`src/hdl/rgd_pkg.sv`:
```
package rgd_pkg;

  localparam int TEXT_WORDS = 16;
  localparam int TW_IDX_W   = $clog2(TEXT_WORDS);

  localparam logic [63:0] NAME_FILL = {8{8'h5F}};

  // group type codes, block B [15:12]
  localparam logic [3:0] GT_NAME = 4'h0;
  localparam logic [3:0] GT_TEXT = 4'h2;

  localparam logic OP_DECODE = 1'b0;
  localparam logic OP_CLEAR  = 1'b1;

  localparam logic [1:0] STAT_NONE = 2'd0;
  localparam logic [1:0] STAT_NAME = 2'd1;
  localparam logic [1:0] STAT_TEXT = 2'd2;

  localparam logic [1:0] LAST_PAIR = 2'd3;
  localparam logic [TW_IDX_W-1:0] LAST_WORD = TW_IDX_W'(TEXT_WORDS - 1);

  typedef struct packed {
    logic        operation;
    logic [15:0] group_b;
    logic [15:0] group_c;
    logic [15:0] group_d;
  } in_item_t;

  typedef struct packed {
    logic [1:0]          status;
    logic [63:0]         station_name;
    logic [31:0]         text_word;
    logic [TW_IDX_W-1:0] text_word_index;
    logic                last;
  } out_item_t;

  // controller -> datapath
  typedef struct packed {
    logic                item_take;
    logic                out_load_item;
    logic                out_load_word;
    logic [TW_IDX_W-1:0] word_idx;
  } cmd_t;

  // datapath -> controller
  typedef struct packed {
    logic dump_req;
  } sts_t;

endpackage

```
`src/hdl/rgd_datapath.sv`:
```
module rgd_datapath (
  input  logic              clk,
  input  logic              rst_n,
  input  rgd_pkg::in_item_t in_data,
  input  rgd_pkg::cmd_t     cmd,
  output rgd_pkg::sts_t     sts,
  output rgd_pkg::out_item_t out_data
);

  logic [63:0] cand_r, cand_nxt;
  logic [63:0] conf_r, conf_nxt;
  logic [63:0] pub_r, pub_nxt;
  logic [rgd_pkg::TEXT_WORDS-1:0] tvalid_r, tvalid_nxt;
  logic        ab_r, ab_nxt;
  logic [31:0] text_r [rgd_pkg::TEXT_WORDS];
  rgd_pkg::out_item_t out_r;

  logic [15:0] blk_b;
  logic        is_clear;
  logic        is_name;
  logic        is_text;
  logic [1:0]  pos;
  logic [5:0]  sh;
  logic [63:0] mask;
  logic [63:0] pair;
  logic [15:0] cand_pair;
  logic        pair_match;
  logic [63:0] conf_upd;
  logic        publish;
  logic [rgd_pkg::TW_IDX_W-1:0] widx;
  logic [1:0]  item_status;

  assign blk_b    = in_data.group_b;
  assign is_clear = in_data.operation == rgd_pkg::OP_CLEAR;
  assign is_name  = !is_clear && blk_b[15:12] == rgd_pkg::GT_NAME;
  assign is_text  = !is_clear && blk_b[15:12] == rgd_pkg::GT_TEXT && !blk_b[11];
  assign pos      = blk_b[1:0];
  // pair 0 sits in the top 16 bits
  assign sh        = {~pos, 4'b0000};
  assign mask      = 64'hFFFF << sh;
  assign pair      = 64'(in_data.group_d) << sh;
  assign cand_pair = 16'(cand_r >> sh);
  assign pair_match = cand_pair == in_data.group_d;
  assign conf_upd   = (conf_r & ~mask) | pair;
  assign publish    = is_name && pair_match && pos == rgd_pkg::LAST_PAIR &&
                      cand_r == conf_upd && conf_upd != pub_r;
  assign widx       = blk_b[rgd_pkg::TW_IDX_W-1:0];

  assign sts.dump_req = is_text && widx == rgd_pkg::LAST_WORD;
  assign item_status  = publish ? rgd_pkg::STAT_NAME : rgd_pkg::STAT_NONE;

  always_comb begin
    cand_nxt   = cand_r;
    conf_nxt   = conf_r;
    pub_nxt    = pub_r;
    tvalid_nxt = tvalid_r;
    ab_nxt     = ab_r;
    if (cmd.item_take) begin
      if (is_clear) begin
        cand_nxt   = rgd_pkg::NAME_FILL;
        conf_nxt   = rgd_pkg::NAME_FILL;
        pub_nxt    = rgd_pkg::NAME_FILL;
        tvalid_nxt = '0;
      end else if (is_name) begin
        if (pair_match) begin
          conf_nxt = conf_upd;
          if (publish) begin
            pub_nxt = conf_upd;
          end
        end else begin
          cand_nxt = (cand_r & ~mask) | pair;
        end
      end else if (is_text) begin
        // a toggled A/B flag starts a new text
        if (blk_b[4] != ab_r) begin
          tvalid_nxt = '0;
        end
        ab_nxt           = blk_b[4];
        tvalid_nxt[widx] = 1'b1;
      end
    end
  end

  always_ff @(posedge clk) begin
    if (!rst_n) begin
      cand_r   <= rgd_pkg::NAME_FILL;
      conf_r   <= rgd_pkg::NAME_FILL;
      pub_r    <= rgd_pkg::NAME_FILL;
      tvalid_r <= '0;
      ab_r     <= 1'b0;
    end else begin
      cand_r   <= cand_nxt;
      conf_r   <= conf_nxt;
      pub_r    <= pub_nxt;
      tvalid_r <= tvalid_nxt;
      ab_r     <= ab_nxt;
    end
  end

  always_ff @(posedge clk) begin
    if (cmd.item_take && is_text) begin
      text_r[widx] <= {in_data.group_c, in_data.group_d};
    end
  end

  always_ff @(posedge clk) begin
    if (cmd.out_load_item) begin
      out_r.status          <= item_status;
      out_r.station_name    <= pub_nxt;
      out_r.text_word       <= '0;
      out_r.text_word_index <= '0;
      out_r.last            <= 1'b1;
    end else if (cmd.out_load_word) begin
      out_r.status          <= rgd_pkg::STAT_TEXT;
      out_r.station_name    <= pub_r;
      out_r.text_word       <= tvalid_r[cmd.word_idx] ? text_r[cmd.word_idx] : 32'h0;
      out_r.text_word_index <= cmd.word_idx;
      out_r.last            <= cmd.word_idx == rgd_pkg::LAST_WORD;
    end
  end

  assign out_data = out_r;

endmodule

```
`src/hdl/rgd_ctrl.sv`:
```
module rgd_ctrl (
  input  logic          clk,
  input  logic          rst_n,
  input  logic          in_valid,
  output logic          in_stall,
  output logic          out_valid,
  input  logic          out_stall,
  input  rgd_pkg::sts_t sts,
  output rgd_pkg::cmd_t cmd
);

  localparam logic ST_IDLE = 1'b0;
  localparam logic ST_DUMP = 1'b1;

  logic state_r, state_nxt;
  logic [rgd_pkg::TW_IDX_W-1:0] cnt_r, cnt_nxt;
  logic out_valid_r, out_valid_nxt;
  logic out_free;
  logic take;

  // output register empty or emptied this cycle
  assign out_free = !out_valid_r || !out_stall;
  assign in_stall = (state_r == ST_DUMP) || !out_free;
  assign take     = in_valid && !in_stall;

  always_comb begin
    state_nxt         = state_r;
    cnt_nxt           = cnt_r;
    cmd.item_take     = 1'b0;
    cmd.out_load_item = 1'b0;
    cmd.out_load_word = 1'b0;
    cmd.word_idx      = cnt_r;
    unique case (state_r)
      ST_IDLE: begin
        if (take) begin
          cmd.item_take = 1'b1;
          if (sts.dump_req) begin
            state_nxt = ST_DUMP;
            cnt_nxt   = '0;
          end else begin
            cmd.out_load_item = 1'b1;
          end
        end
      end
      ST_DUMP: begin
        if (out_free) begin
          cmd.out_load_word = 1'b1;
          cnt_nxt           = cnt_r + 1'b1;
          if (cnt_r == rgd_pkg::LAST_WORD) begin
            state_nxt = ST_IDLE;
          end
        end
      end
      default: state_nxt = ST_IDLE;
    endcase
  end

  always_comb begin
    if (cmd.out_load_item || cmd.out_load_word) begin
      out_valid_nxt = 1'b1;
    end else if (!out_stall) begin
      out_valid_nxt = 1'b0;
    end else begin
      out_valid_nxt = out_valid_r;
    end
  end

  always_ff @(posedge clk) begin
    if (!rst_n) begin
      state_r     <= ST_IDLE;
      cnt_r       <= '0;
      out_valid_r <= 1'b0;
    end else begin
      state_r     <= state_nxt;
      cnt_r       <= cnt_nxt;
      out_valid_r <= out_valid_nxt;
    end
  end

  assign out_valid = out_valid_r;

endmodule

```
`src/hdl/rds_group_decoder.sv`:
```
// RDS group decoder.
// Input channel (in_valid / in_stall / in_data): one word per received RDS
// group (blocks B, C, D) or a clear command. Output channel (out_valid /
// out_stall / out_data): result words, each carrying the published station
// name; the final word of an input has last set.
// A group 0A/0B word, a 2A word other than text word 15, any other group, or
// a clear gives one result, registered in the cycle after the input is taken.
// When text word 15 of a 2A group arrives, the whole 16-word text store is
// emitted as 16 results: the controller enters its dump state, then steps the
// words in order through the output register, one per cycle while the output
// is not stalled.
// Throughput: one input every cycle while single results are taken at once;
// a text dump stalls the input until its last word enters the output register.
// Reset (rst_n low, synchronous) sets all names to underscores, empties the
// text store and the output register.
// A stalled output holds its word; the input is stalled until the output
// register can take the next result.
module rds_group_decoder (
  input  logic               clk,
  input  logic               rst_n,
  input  logic               in_valid,
  output logic               in_stall,
  input  rgd_pkg::in_item_t  in_data,
  output logic               out_valid,
  input  logic               out_stall,
  output rgd_pkg::out_item_t out_data
);

  rgd_pkg::cmd_t cmd;
  rgd_pkg::sts_t sts;

  rgd_ctrl u_ctrl (
    .clk       (clk),
    .rst_n     (rst_n),
    .in_valid  (in_valid),
    .in_stall  (in_stall),
    .out_valid (out_valid),
    .out_stall (out_stall),
    .sts       (sts),
    .cmd       (cmd)
  );

  rgd_datapath u_dp (
    .clk      (clk),
    .rst_n    (rst_n),
    .in_data  (in_data),
    .cmd      (cmd),
    .sts      (sts),
    .out_data (out_data)
  );

  a_dump_start_empty: assert property (@(posedge clk) disable iff (!rst_n)
    in_valid && !in_stall && sts.dump_req |=> !out_valid)
    else $error("output not empty after text dump start");

  a_single_last: assert property (@(posedge clk) disable iff (!rst_n)
    out_valid && out_data.status != rgd_pkg::STAT_TEXT |-> out_data.last)
    else $error("single result without last");

  a_dump_last: assert property (@(posedge clk) disable iff (!rst_n)
    out_valid && out_data.status == rgd_pkg::STAT_TEXT && out_data.last
      |-> out_data.text_word_index == rgd_pkg::LAST_WORD)
    else $error("text dump ended early");

  a_dump_blocks_input: assert property (@(posedge clk) disable iff (!rst_n)
    cmd.out_load_word |-> in_stall)
    else $error("input taken during text dump");

endmodule

```
`config.mk`:
```
export PLATFORM = sky130hd
export DESIGN_NAME = rds_group_decoder
export DESIGN_NICKNAME = d
export VERILOG_FILES = /design/src/hdl/rgd_pkg.sv /design/src/hdl/rgd_datapath.sv /design/src/hdl/rgd_ctrl.sv /design/src/hdl/rds_group_decoder.sv
export SDC_FILE = /design/constraint.sdc
export NUM_CORES = 1
export LEC_CHECK = 0
export BUFFER_PORTS_ARGS = -buffer_cell sky130_fd_sc_hd__buf_4
export CORE_MARGIN = 1.5
export CORE_UTILIZATION = 41
export CTS_BUF_LIST = sky130_fd_sc_hd__clkbuf_4
export CTS_CLUSTER_DIAMETER = 40
export DETAILED_ROUTE_END_ITERATION = 7
export GPL_ROUTABILITY_DRIVEN = 0
export HOLD_SLACK_MARGIN = 0.05
export SYNTH_ARGS = -nofsm -noshare
export SYNTH_HDL_FRONTEND = slang
export SYNTH_HIERARCHICAL = 1
export SYNTH_SLANG_ARGS = --single-unit
```
`constraint.sdc`:
```
create_clock -name clk -period 13.9 [get_ports clk]
set_clock_uncertainty 0.2 [all_clocks]
set_input_delay 0.695 -clock clk [delete_from_list [all_inputs] [get_ports clk]]
set_output_delay 0.695 -clock clk [all_outputs]
set_load 0.05 [all_outputs]
```
==> reports/metrics.sh <==
GRT_ANTENNA_BEFORE_REPAIR=3
FLOORPLAN.IO_PINS=158
CLKTRANSATPATHREGS_NS=0.06
CLOCK_TREE.BUFFER_DEPTH=3
CRITPATHKIND='primary input to flop'
VIAS=27900
SYNTH.FF_LATCH_COUNT=830
GRT_SETUP_UNREPAIRED='false'
SYNTH.AREA.TOP_CELLS='edfxtp_1 47%, dfxtp_1 14%, mux4_2 6.8%'
FMAX_MHz=165
POWER_SWITCHING_uW=1270
GLOBAL_ROUTE.USAGE.TOTAL_PCT=24.9
YOSYS.CELL_COUNT.TOP_TYPE='edfxtp_1'
GRT_OVERFLOW_TOTAL=0
LEAKAGE_uW=0.0144
SYNTHTOPCELLSBYCOUNT='578 x edfxtp_1, 252 x dfxtp_1, 252 x nand2_1'
POST-ROUTE-DRC-COUNT=0
CRITICAL_PATH.MAX_FANOUT=240
TNS_NS=0
POWER.SHARE.CLOCK_PCT=41.3
CP_DATA_ARRIVAL_TIME_NS=6.66
POWER_SWITCHING_SHARE_PCT=25.0
DETAIL-ROUTE-ANTENNA-NETS=0
MULTI_INPUT_COMB_AREA_UM2=13700
MIN_PERIOD_OVER_PERIOD_PCT=43.7
TRITONCTS='yes'
FILL_CELLS=8010
YS_SEQ_AREA_SHARE_PCT=60.2
WORST_EP_REQUIRED_TIME_NS=14.49
AREA.SEQUENTIAL_UM2=22400
GRT_FIRST_PASS_WIRELENGTH_UM=174000
POSTLAYOUTCOREUTIL_PCT=47.4
COMBPWRFRAC_PCT=6.4
FINAL_HOLD_VIOLATING_ENDPOINTS=0
YS_TYPES=74
DRV_SLEW=0
SHARE_OF_LAYOUT_CELLS_ABOVE_DRIVE_STRENGTH_1_PCT=21.9
ROUTED_WIRE_LENGTH_PER_INSTANCE_UM=25.5
POSTSYNTH.TOPFLOPCELL='edfxtp_1'
TRANSITION_TIME_AT_THE_PIN_WITH_THE_LEAST_SLEW_MARGIN_NS=1.28
POWER.INTERNAL_uW=3820
CLK_ROOT_BUFFER_CELL='clkbuf_4'
RUN_STATUS='completed'
HOLDCRITPATHCLASS='primary input to flop'
FINALCRITICALPERIOD_NS=6.08
FINAL-SETUP-VIOL-COUNT=0
HPWLAFTERDP_UM=71100
DRT_ITER0_DRC=3457
FIRST_GLOBAL_VIAS=27700
SYNTHESIS.INSTANCES=2969
SEQUENTIALPOWERSHARE_PCT=52.3
FINALINSTANCEAREA_UM2=42700
CRITPATHCAPTURETYPE='flop'
FLOW.AREA_GROWTH_FROM_SYNTHESIS_PCT=14.7
SYNTH_FP_NETS=3023
DETAILEDPLACE.WORSTSLACK_NS=7.35
SYNTH.YOSYS.WARNINGS=6
IR_DROP_mV=0.0751
SYNTH_EDF_COUNT=578
ROW_COUNT=110
SYN_AREA_PER_CELL_UM2=12.5
POST_DRT_VIA_CELL_RATIO=6.11
POWER_DENSITY_nW_PER_UM2=119
NUMPORTBUFFERS=151
CORE-AREA_UM2=90000
GRT_MAX_DEGREE=241
INITIAL_UTILIZATION_PCT=41.4
RR_STARTPOINT='u_dp/conf_r[7]'
WORST_SETUP_PATH_STARTPOINT='in_data[32]'
CTS_MADE_BUFFERS=212
DIE_W_UM=304
POSTLAYOUTSETUPSLACKWORST_NS=7.82
FP.DIEH_UM=304
HTREE_NUM_LEVELS=4
POSTCTSSETUPREPAIRBUFS=0
TOTAL_DIE_AREA_UM2=92600
DRT_PASS1_ITERATIONS=6
SYN-CELL-AREA_UM2=37200
SYNTH_TOP_AREA_SHARE_PCT=46.6
NUM-NETS-FINAL=3260
WORSTSETUPSTARTPOINTTYPE='primary input'
CLOCK_LATENCY_AT_THE_LATER_PIN_OF_THE_WORST_SKEW_PAIR_NS=1.14
MIN-DELAY-START='in_data[24]'
ASYNCSETRESETFLOPFRACSYNTH_PCT=0
WL_UM=117000
CAP_VIOL_MAX_COUNT=0
POST_DP_CELL_AREA_UM2=39400
SYNTH.LARGEST_AREA_CELL='edfxtp_1'
SLEW_HEADROOM_PCT=14.6
CTS_NUM_SINKS=830
worst max-delay path: stages:
cell and delay, ns:
buf_4 0.24, buf_4 0.35, nor2b_4 0.15, buf_4 0.54, mux2i_1 0.95, xnor2_1 0.20, a311oi_1 0.40, nand4_1 0.26
nor4_1 1.05, a2111o_2 0.33, buf_12 0.67, nor3_1 0.09, a211oi_1 0.56
path summary, 6_finish.rpt:
check / endpoint / slack, ns / cells past startpoint
setup / recovery: u_dp/out_data[61] / 7.82 / 13
hold / removal: u_dp/text_r[1][24] / 0.20 / 2
setup reg to reg: u_dp/out_data[61] / 8.35 / 10
hold reg to reg: u_dp/out_data[25] / 0.25 / 1
state kept, by name (all words and copies together) (netlist names):
register	flops
u_dp/text_r	512
u_dp/out_data	103
u_dp/cand_r	64
u_dp/conf_r	64
u_dp/pub_r	64
u_dp/tvalid_r	16
u_ctrl/cnt_r	4
u_ctrl/out_valid	1
u_ctrl/state_r	1
u_dp/ab_r	1
stage by stage:
stage	hold WS [ns]	instances	total power [µW]
2_1_floorplan	0.260	2969	2900
3_3_place_gp	0.236	4125	3020
3_5_place_dp	0.242	4125	3030
4_1_cts	0.0904	4563	5150
5_1_grt	0.139	4566	5300
6_report	0.205	4568	5100
routing by layer:
layer	up-vias	global-route usage (%)	routed length [µm]
li1	12100	-	-
met1	13800	31.6	45900
met2	1664	39.8	54300
met3	370	6.09	10800
met4	0	12.3	5680
met5	-	0	0
cell type report:
cell class	instances	share of cell area (%)
multi-input cells	1857	32.2
diodes	5	0.0293
clock buffers	316	5.56
clock inverters	79	1.05
repair buffers	253	4.77
inverters	52	0.463
well taps	1176	3.45
flip-flops and latches	830	52.5
logic make-up after synthesis:
group | synth area share [%]
AO/OA/AOI/OAI | 13.2
XOR/XNOR | 2.56
adder cells (fa/ha/maj) | 0.0336
buffers and inverters | 3.29
flip-flops | 60.2
multiplexers | 11.2
AND/OR/NAND/NOR | 9.47
power by group through the flow:
stage               registers, µW  logic, µW  clock network [µW]
finish                       2660        326                2110
global route                 2660        340                2290
detailed placement           2720        308                   0
floorplan                    2760        140                   0
global placement             2720        304                   0
CTS                          2660        320                2170
cell usage in the layout, fill, tap and decap left out, drive strengths merged, types with 29 or more instances in the layout:
master	count
clkinv	70
xnor2	66
dfxtp	252
a221oi	30
buf	210
dlygate4sd3	43
a211oi	54
nand2	252
nand2b	30
o21ai	216
nor2	126
a22oi	34
a21oi	98
o22ai	117
mux4	112
nor2b	53
o2bb2ai	38
edfxtp	578
clkbuf	316
nor3	115
xor2	43
inv	60
nand3	29
mux2i	134
what timing repair did:
action,in CTS,in global routing
hold buffers,43,0
gates resized for setup,0,0
hold endpoints to repair,688,0
Note: power is estimated with default switching activity, not from simulation.
